===== src/design/pfb_pkg.sv =====
`default_nettype none
package pfb_pkg;

  // Geometry defaults
  localparam int PAGE_COUNT_DEF = 4;
  localparam int PAGE_BYTES_DEF = 128;
  localparam int ROWS_PER_PAGE  = 8;
  localparam int MAX_PAGES      = 8;
  localparam int PAGE_IDX_W     = 3;

  // Flush stream layout
  localparam int CMD_LEN = 4;
  localparam logic [7:0] PAGE_SELECT_BASE = 8'hB0;
  localparam logic [7:0] COLUMN_LOW_CMD   = 8'h00;
  localparam logic [7:0] COLUMN_HIGH_CMD  = 8'h10;
  localparam logic [7:0] POS_CMD_CTRL  = 8'd0;
  localparam logic [7:0] POS_PAGE_SEL  = 8'd1;
  localparam logic [7:0] POS_COL_LOW   = 8'd2;
  localparam logic [7:0] POS_COL_HIGH  = 8'd3;
  localparam logic [7:0] POS_DATA_CTRL = 8'd4;

  // Input operation codes
  localparam logic [1:0] OP_SET_PIXEL = 2'd0;
  localparam logic [1:0] OP_CLEAR     = 2'd1;
  localparam logic [1:0] OP_PULL      = 2'd2;

  // Register file
  localparam int PADDR_W = 3;
  localparam logic REG_CMD_CTRL  = 1'b0;
  localparam logic REG_DATA_CTRL = 1'b1;
  localparam logic [7:0] CMD_CTRL_RESET  = 8'd0;
  localparam logic [7:0] DATA_CTRL_RESET = 8'd64;

  // Command queue between front and back
  localparam int QUEUE_DEPTH = 2;

  typedef enum logic [1:0] {
    CMD_SET,
    CMD_CLEAR,
    CMD_PULL
  } cmd_kind_e;

  typedef struct packed {
    cmd_kind_e             kind;
    logic [PAGE_IDX_W-1:0] page;
    logic [7:0]            col;
    logic [2:0]            bit_idx;
    logic                  pixel_on;
  } cmd_t;

  typedef struct packed {
    logic [7:0] cmd_ctrl;
    logic [7:0] data_ctrl;
  } cfg_t;

  typedef enum logic [2:0] {
    ST_INIT,
    ST_IDLE,
    ST_SET_WR,
    ST_CLEAR,
    ST_PULL_RD
  } back_state_e;

endpackage
`default_nettype wire


===== src/design/pfb_if.sv =====
`default_nettype none
// Request channel: one beat per operation
interface pfb_in_if;
  logic       valid;
  logic       ready;
  logic [1:0] op;
  logic [7:0] x;
  logic [7:0] y;
  logic       pixel_on;

  modport source (output valid, op, x, y, pixel_on, input ready);
  modport sink   (input valid, op, x, y, pixel_on, output ready);
endinterface

`default_nettype wire


===== src/design/pfb_front.sv =====
`default_nettype none
module pfb_front #(
  parameter int PAGE_COUNT = pfb_pkg::PAGE_COUNT_DEF,
  parameter int PAGE_BYTES = pfb_pkg::PAGE_BYTES_DEF
) (
  input  wire logic  clk_i,
  input  wire logic  rst_ni,
  pfb_in_if.sink     in_ch,
  input  wire logic  init_done_i,
  output logic       cmd_valid_o,
  input  wire logic  cmd_ready_i,
  output pfb_pkg::cmd_t cmd_o
);

  localparam int QW = $clog2(pfb_pkg::QUEUE_DEPTH);
  localparam int CW = $clog2(pfb_pkg::QUEUE_DEPTH + 1);

  pfb_pkg::cmd_t entry_q [pfb_pkg::QUEUE_DEPTH];
  logic [QW-1:0] wr_ptr_q, rd_ptr_q;
  logic [CW-1:0] count_q;

  pfb_pkg::cmd_t cls;
  logic          cls_keep;
  logic          in_range;
  logic          push, pop;

  // Classify the incoming beat
  assign in_range = (9'(in_ch.x) < 9'(PAGE_BYTES)) &&
                    (9'(in_ch.y) < 9'(pfb_pkg::ROWS_PER_PAGE * PAGE_COUNT));

  always_comb begin
    cls.kind     = pfb_pkg::CMD_PULL;
    cls.page     = in_ch.y[5:3];
    cls.col      = in_ch.x;
    cls.bit_idx  = in_ch.y[2:0];
    cls.pixel_on = in_ch.pixel_on;
    cls_keep     = 1'b0;
    case (in_ch.op)
      pfb_pkg::OP_SET_PIXEL: begin
        cls.kind = pfb_pkg::CMD_SET;
        cls_keep = in_range;
      end
      pfb_pkg::OP_CLEAR: begin
        cls.kind = pfb_pkg::CMD_CLEAR;
        cls_keep = 1'b1;
      end
      pfb_pkg::OP_PULL: begin
        cls.kind = pfb_pkg::CMD_PULL;
        cls_keep = 1'b1;
      end
      default: cls_keep = 1'b0;
    endcase
  end

  assign in_ch.ready = init_done_i && (count_q != CW'(pfb_pkg::QUEUE_DEPTH));
  assign push        = in_ch.valid && in_ch.ready && cls_keep;
  assign pop         = cmd_valid_o && cmd_ready_i;
  assign cmd_valid_o = (count_q != '0);
  assign cmd_o       = entry_q[rd_ptr_q];

  // Hold queued commands
  always_ff @(posedge clk_i) begin
    if (push) begin
      entry_q[wr_ptr_q] <= cls;
    end
  end

  // Advance pointers and fill count
  always_ff @(posedge clk_i or negedge rst_ni) begin
    if (!rst_ni) begin
      wr_ptr_q <= '0;
      rd_ptr_q <= '0;
      count_q  <= '0;
    end else begin
      if (push) wr_ptr_q <= wr_ptr_q + QW'(1);
      if (pop)  rd_ptr_q <= rd_ptr_q + QW'(1);
      if (push && !pop)      count_q <= count_q + CW'(1);
      else if (pop && !push) count_q <= count_q - CW'(1);
    end
  end

endmodule
`default_nettype wire


===== src/flat_wrapper.sv =====
// flat-port wrapper written by rule: the top's interface ports become plain ports
module pfb_front_flat 
#(
  parameter int PAGE_COUNT = pfb_pkg::PAGE_COUNT_DEF,
  parameter int PAGE_BYTES = pfb_pkg::PAGE_BYTES_DEF
)
  (clk_i, rst_ni, init_done_i, cmd_valid_o, cmd_ready_i, cmd_o, in_ch_valid, in_ch_op, in_ch_x, in_ch_y, in_ch_pixel_on, in_ch_ready);
  pfb_in_if in_ch_i ();
  input  wire logic clk_i;
  input  wire logic rst_ni;
  input  wire logic init_done_i;
  output logic cmd_valid_o;
  input  wire logic cmd_ready_i;
  output pfb_pkg::cmd_t cmd_o;
  input wire logic [$bits(in_ch_i.valid)-1:0] in_ch_valid;
  input wire logic [$bits(in_ch_i.op)-1:0] in_ch_op;
  input wire logic [$bits(in_ch_i.x)-1:0] in_ch_x;
  input wire logic [$bits(in_ch_i.y)-1:0] in_ch_y;
  input wire logic [$bits(in_ch_i.pixel_on)-1:0] in_ch_pixel_on;
  output wire logic [$bits(in_ch_i.ready)-1:0] in_ch_ready;
  assign in_ch_i.valid = in_ch_valid;
  assign in_ch_i.op = in_ch_op;
  assign in_ch_i.x = in_ch_x;
  assign in_ch_i.y = in_ch_y;
  assign in_ch_i.pixel_on = in_ch_pixel_on;
  assign in_ch_ready = in_ch_i.ready;
  pfb_front #(.PAGE_COUNT(PAGE_COUNT), .PAGE_BYTES(PAGE_BYTES)) u_core (.clk_i(clk_i), .rst_ni(rst_ni), .in_ch(in_ch_i), .init_done_i(init_done_i), .cmd_valid_o(cmd_valid_o), .cmd_ready_i(cmd_ready_i), .cmd_o(cmd_o));
endmodule

===== config.mk =====
export PLATFORM = sky130hd
export DESIGN_NAME = pfb_front_flat
export DESIGN_NICKNAME = d
export VERILOG_FILES = /design/src/design/pfb_pkg.sv /design/src/design/pfb_if.sv /design/src/design/pfb_front.sv /design/src/flat_wrapper.sv
export SDC_FILE = /design/constraint.sdc
export NUM_CORES = 1
export LEC_CHECK = 0
export ABC_AREA = 1
export BUFFER_PORTS_ARGS = -buffer_cell sky130_fd_sc_hd__buf_2
export CAP_MARGIN = 20
export CORE_MARGIN = 5
export CORE_UTILIZATION = 45
export CTS_BUF_LIST = sky130_fd_sc_hd__clkbuf_8
export CTS_CLUSTER_SIZE = 24
export DETAILED_ROUTE_END_ITERATION = 16
export GPL_TIMING_DRIVEN = 0
export PLACE_DENSITY = 0.73
export SLEW_MARGIN = 15
export SYNTH_ARGS = -nofsm -noshare
export SYNTH_HDL_FRONTEND = slang
export SYNTH_SLANG_ARGS = --single-unit

===== constraint.sdc =====
create_clock -name clk_i -period 1.8 [get_ports clk_i]
set_input_delay 0.09 -clock clk_i [delete_from_list [all_inputs] [get_ports clk_i]]
set_output_delay 0.09 -clock clk_i [all_outputs]
set_load 0.02 [all_outputs]

== Yosys cells after proc, flatten, opt, wreduce, memory -nomap -nowiden ==
Memory sizes are Yosys's and may differ from the RTL's.
Cells that the tools add are included.

* Register bits: 4
* Latch bits: 0
* RAM bits: 34
* Memory bits (read-only): 0
* Output and inout bits: 19
* Word-level logic and storage cells: 32
* Memories kept: 1

{| class="wikitable"
|+ Memories
! memory !! depth !! width !! read ports !! clocked after memory_dff !! wr ports !! line !! source
|-
| u_core.entry_q || 2 || 17 || 1 || 0 || 1 || pfb_front.sv:18 || <nowiki>pfb_pkg::cmd_t entry_q [pfb_pkg::QUEUE_DEPTH];</nowiki>
|}

* Add/sub/neg operators: 4
* $mul: 0
* Div/mod/pow operators: 0
* Magnitude comparators: 2
* Eq/ne operators: 3
* Shift-type cells: 0
* Mux-type cells: 6
* Bitwise operators: 0
* Reduce and logical (&&, ||, !) cells: 13

{| class="wikitable"
|+ Operator list
! kind !! number
|-
| less-than comparator 8 x 6 -> 1 bit (second input constant) || 1
|-
| less-than comparator 8 bit (second input constant) || 1
|-
| logical AND 1 bit || 7
|-
| 2-to-1 mux 2 bit || 2
|-
| one-hot mux 2 bit (2 select lines) || 1
|-
| nonzero test 2 bit || 2
|-
| adder 1 bit (second input constant) || 2
|-
| adder 2 x 1 -> 2 bit (second input constant) || 1
|-
| equality test 2 x 1 -> 1 bit (second input constant) || 1
|-
| equality test 2 bit (second input constant) || 1
|-
| logical NOT 1 bit || 2
|-
| logical NOT 2 bit || 1
|-
| 2-to-1 mux 1 bit || 2
|-
| != test 2 bit (second input constant) || 1
|-
| one-hot mux 1 bit (2 select lines) || 1
|-
| OR reduction 2 bit || 1
|-
| subtractor 2 x 1 -> 2 bit (second input constant) || 1
|}

== Logic depth before layout (Yosys ltp) ==
* Depth in word-level cells: 8
* Mapped depth: 11
* Mapped depth without buffers: 11

== Worst setup path before layout ==
Ideal clock, no wire load.

* Kind: reg2reg
* Start: register u_core.count_q[0]
* End: memory u_core.entry_q[1][0] (netlist name), enable pin
* Library setup time: 0.391 ns
* Arrival time: 1.410 ns
* Required time: 1.409 ns
* Path slack: 0.000 ns
* Stages on the path, launching flop included: 7
* Path buffers: 0
* Cell sequence: dfrtp_1 -> inv_2 -> nand2_4 -> nand2_4 -> nor2_4 -> nand2_2 -> nor2_1

* Cells in the longest elaborated chain, start to end: 6

{| class="wikitable"
|+ RTL lines
! item !! line !! source
|-
| start: declaration || pfb_front.sv:20 || <nowiki>logic [CW-1:0] count_q;</nowiki>
|-
| start signal: assignment || pfb_front.sv:77 || <nowiki>if (push && !pop) count_q <= count_q + CW'(1);</nowiki>
|-
| start signal: assignment || pfb_front.sv:78 || <nowiki>else if (pop && !push) count_q <= count_q - CW'(1);</nowiki>
|-
| != test 2 bit || pfb_front.sv:55 || <nowiki>assign in_ch.ready = init_done_i && (count_q != CW'(pfb_pkg::QUEUE_DEPTH));</nowiki>
|-
| logical AND 1 bit || pfb_front.sv:55 ||
|-
| logical AND 1 bit (2 in a row) || pfb_front.sv:56 || <nowiki>assign push = in_ch.valid && in_ch.ready && cls_keep;</nowiki>
|-
| 2-to-1 mux 1 bit || pfb_front.sv:63 || <nowiki>if (push) begin</nowiki>
|-
| 2-to-1 mux 1 bit (not written as such) || pfb_front.sv:64 || <nowiki>entry_q[wr_ptr_q] <= cls;</nowiki>
|-
| end: declaration || pfb_front.sv:18 ||
|}

Every way passes these cells.

== Worst setup path in the final report ==
* Start: register u_core.count_q[0]
* End: memory u_core.entry_q[0][9] (netlist name), enable pin

The elaborated chain is that of the path after synthesis.

==> key figures <==
Status
  – Outcome: finished, final reports clean

Final layout
  – Fraction of layout cells with a size suffix above 1: 31.3%
  – FILL cells: 278
  – Util after Layout: 62.5%
  – Layout area overhead: 33.3%
  – Diode count: 0
  – Nets: 223

STA
  – Final Hold Fails: 0
  – Setup Skew: 2.37 ps
  – Fin crit period: 1640 ps
  – Actual slew at the worst max-slew pin: 673 ps
  – RSZ-0062 raised after global routing: false
  – Relative slew slack: 55.1%
  – Pins Over Slew Limit: 0
  – Final Cycle Share: 91.2%
  – Hold slack: 19.8 ps
  – Max Clk Rate: 609 MHz
  – Final setup viols: 0

Drt
  – Post-DR vias/cell: 4.45
  – Final routed DRC violation total: 0
  – Final ANT Viol Nets: 0
  – WL/cell: 11.6 um
  – Starting DRC count in detailed routing: 43
  – Total number of vias: 1073
  – DRT Pass-1 Iters: 4
  – WL final: 2790 um

CTS
  – CTS buffer count: 5
  – Clk root buf: clkbuf_8
  – Clk Latency, worst-skew pair: 280 ps
  – CTS tree: yes
  – CTS H-tree depth: 2
  – Clock transition at path regs: 70 ps
  – Clock sinks: 38
  – Max clock buf depth: 2

Logic synthesis
  – Synth warnings: 0
  – Yosys cell types: 16
  – Post-synthesis compound-gate area fraction: 0%
  – Post-synthesis simple-gate area fraction: 18.8%
  – Largest family of logic cells by synthesized area: simple AND/OR/NAND/NOR gates
  – Post-synthesis xor/xnor area fraction: 1.67%
  – #FFs+latches synth: 38
  – Synth area leader: edfxtp_1
  – Syn Inst Count: 131
  – Largest cells by area after synthesis: edfxtp_1, nand2_1, dfrtp_1, ha_1, inv_1
  – Post-Syn Area: 1580 um2
  – Multiplexer share of the synthesized area: 0%
  – Synthesized net count: 160
  – Seq/Total Area, Yosys: 71.1%
  – Mean post-synth cell area: 12.0 um2
  – Area share of the largest cell type after synthesis: 64.8%
  – Post-Synth Adder-Cell Area: 3.97%

Floorplan
  – Die Area: 4790 um2
  – Top-Level Pins: 43
  – Horiz. Die Dim: 69.2 um
  – # rows: 21
  – Starting density of the core: 46.9%
  – Core ar.: 3360 um2
  – Die extent in y: 69.2 um

GRT
  – Met2 Use GR: 24.0%
  – Grt met1 use: 12.9%
  – Vias in the first global route: 1125
  – Pin count of the biggest net entering global routing: 18
  – Met3 Resource Use GR: 2.90%
  – GR Overflow Total: 0
  – Total global-route track usage: 13.0%
  – Antenna violations before repair: 0
  – GR peak layer: met2
  – Global-route wire length before repair: 4870 um

Worst setup path
  – Crit path DAT: 1560 ps
  – Critical Path RT: 1720 ps
  – Most used cell, CP: nand2_4
  – Worst R2R Start: u_core.count_q[0]$_DFFE_PN0P_
  – CP cell instances: inv_2 -> nand2_4 -> nand2_4 -> nor2_4 -> nand3_1 -> inv_1
  – Worst-path fanout max: 17
  – Worst setup SP type: register
  – R2R Setup Slk: 160 ps
  – Slowest stage delay, CP: 510 ps
  – Worst r2r path cells: 6
  – WP buf/inv: 2
  – RR Endpoint: u_core.entry_q[0][9]$_DFFE_PP_
  – Crit Path Class: register to register
  – CP max-delay cell: inv_1
  – Critical path's top delay family: buffers and inverters
  – Worst setup EP type: register

Pwr
  – Power Dens Cells: 1330 nW/um2
  – Leakage: 0.969 nW
  – VDD IR max: 432 uV

Flow run
  – MaxCap Viol Count: 0

Placement
  – IO Port Bufs: 42
  – RD Place Congestion: 0.693
  – DP HPWL: 1960 um

Worst hold path
  – HP Class: primary input to register
  – HP Start: in_ch_y[5]
  – Min-Delay Endpoint: u_core.entry_q[1][14]$_DFFE_PP_
  – WHS Path Cells: 1
[cells by family after synthesis]
| logic type | count (synthesis) |
|---|---|
| buf+inv | 14 |
| flops | 38 |
| xor+xnor | 3 |
| fa+ha+maj | 5 |
| simple gates | 71 |
[layout make-up]
type                            instances  area, um2  share of cell area (%)
Multi-Input combinational cell         79        393                    18.7
Buffer                                  3       26.3                    1.25
Timing Repair Buffer                   56        350                    16.7
Clock buffer                            5       68.8                    3.28
Sequential cell                        38       1120                    53.4
Tap cell                               46       57.6                    2.74
Clock inverter                          3       40.0                    1.91
Inverter                               11       43.8                    2.08
[sequential cells by signal, summed over array words and instances, names as in the netlist]
signal and flops:
u_core.count_q 2, u_core.rd_ptr_q 1, u_core.wr_ptr_q 1, u_core.entry_q 34
[repair_timing]
action,CTS,global route
setup buffers,0,0
endpoints found under the setup margin,17,0
hold buffers,14,0
resized for setup,1,0
endpoints found under the hold margin,30,0
[per-layer routing]
layer  vias to the layer above  wire [um]
met5                         -          0
met4                         0         85
met3                         7        160
met2                        35       1480
met1                       484       1070
li1                        547          -
[worst max path at each step]
stage,slack (ps),depth (start not counted),end,from
floorplan,280,6,u_core.entry_q[1][0]$_DFFE_PP_,u_core.count_q[0]$_DFFE_PN0P_
global placement,20,7,u_core.entry_q[1][0]$_DFFE_PP_,in_ch_op[0]
detailed placement,-9,7,u_core.entry_q[1][4]$_DFFE_PP_,in_ch_op[0]
CTS,130,6,u_core.entry_q[0][6]$_DFFE_PP_,u_core.count_q[0]$_DFFE_PN0P_
global route,20,6,u_core.entry_q[0][6]$_DFFE_PP_,u_core.count_q[0]$_DFFE_PN0P_
finish,160,6,u_core.entry_q[0][9]$_DFFE_PP_,u_core.count_q[0]$_DFFE_PN0P_
[metrics by stage]
stage | power [mW] | instances | instance area [um2] | setup slack, ps | setup TNS [ps]
CTS | 2.83 | 241 | 2100 | 133 | 0
detailed placement | 2.12 | 219 | 1850 | -9.43 | -153
global placement | 2.09 | 219 | 1850 | 23.7 | 0
finish | 2.80 | 241 | 2100 | 159 | 0
global route | 2.97 | 241 | 2100 | 17.8 | 0
floorplan | 1.81 | 131 | 1580 | 278 | 0
[synthesized netlist by cell type, drive strengths merged]
| master | number |
|---|---|
| nand2 | 62 |
| edfxtp | 34 |
| inv | 11 |
| nor2 | 7 |
| ha | 5 |
| dfrtp | 4 |
| buf | 3 |
| nand3 | 2 |
| xor2 | 2 |
| xnor2 | 1 |
[cells in the final DEF, fill, tap and decap left out, types with 2 or more instances in the layout]
cell type / instances
buf_2: 42
nand2_2: 2
nand2_1: 58
dfrtp_1: 4
nor2_4: 2
inv_1: 9
edfxtp_1: 34
xor2_1: 2
ha_1: 5
buf_4: 2
clkinv_2: 2
clkbuf_8: 5
nand2_4: 2
nand3_1: 2
dlygate4sd3_1: 14
nor2_1: 5
[report_power, final]
part / total [mW] / switching [mW] / internal, mW
logic: 1.02 / 0.662 / 0.353
clock network: 0.686 / 0.279 / 0.407
registers: 1.10 / 0.0405 / 1.06
(Power assumes the default switching activity.)
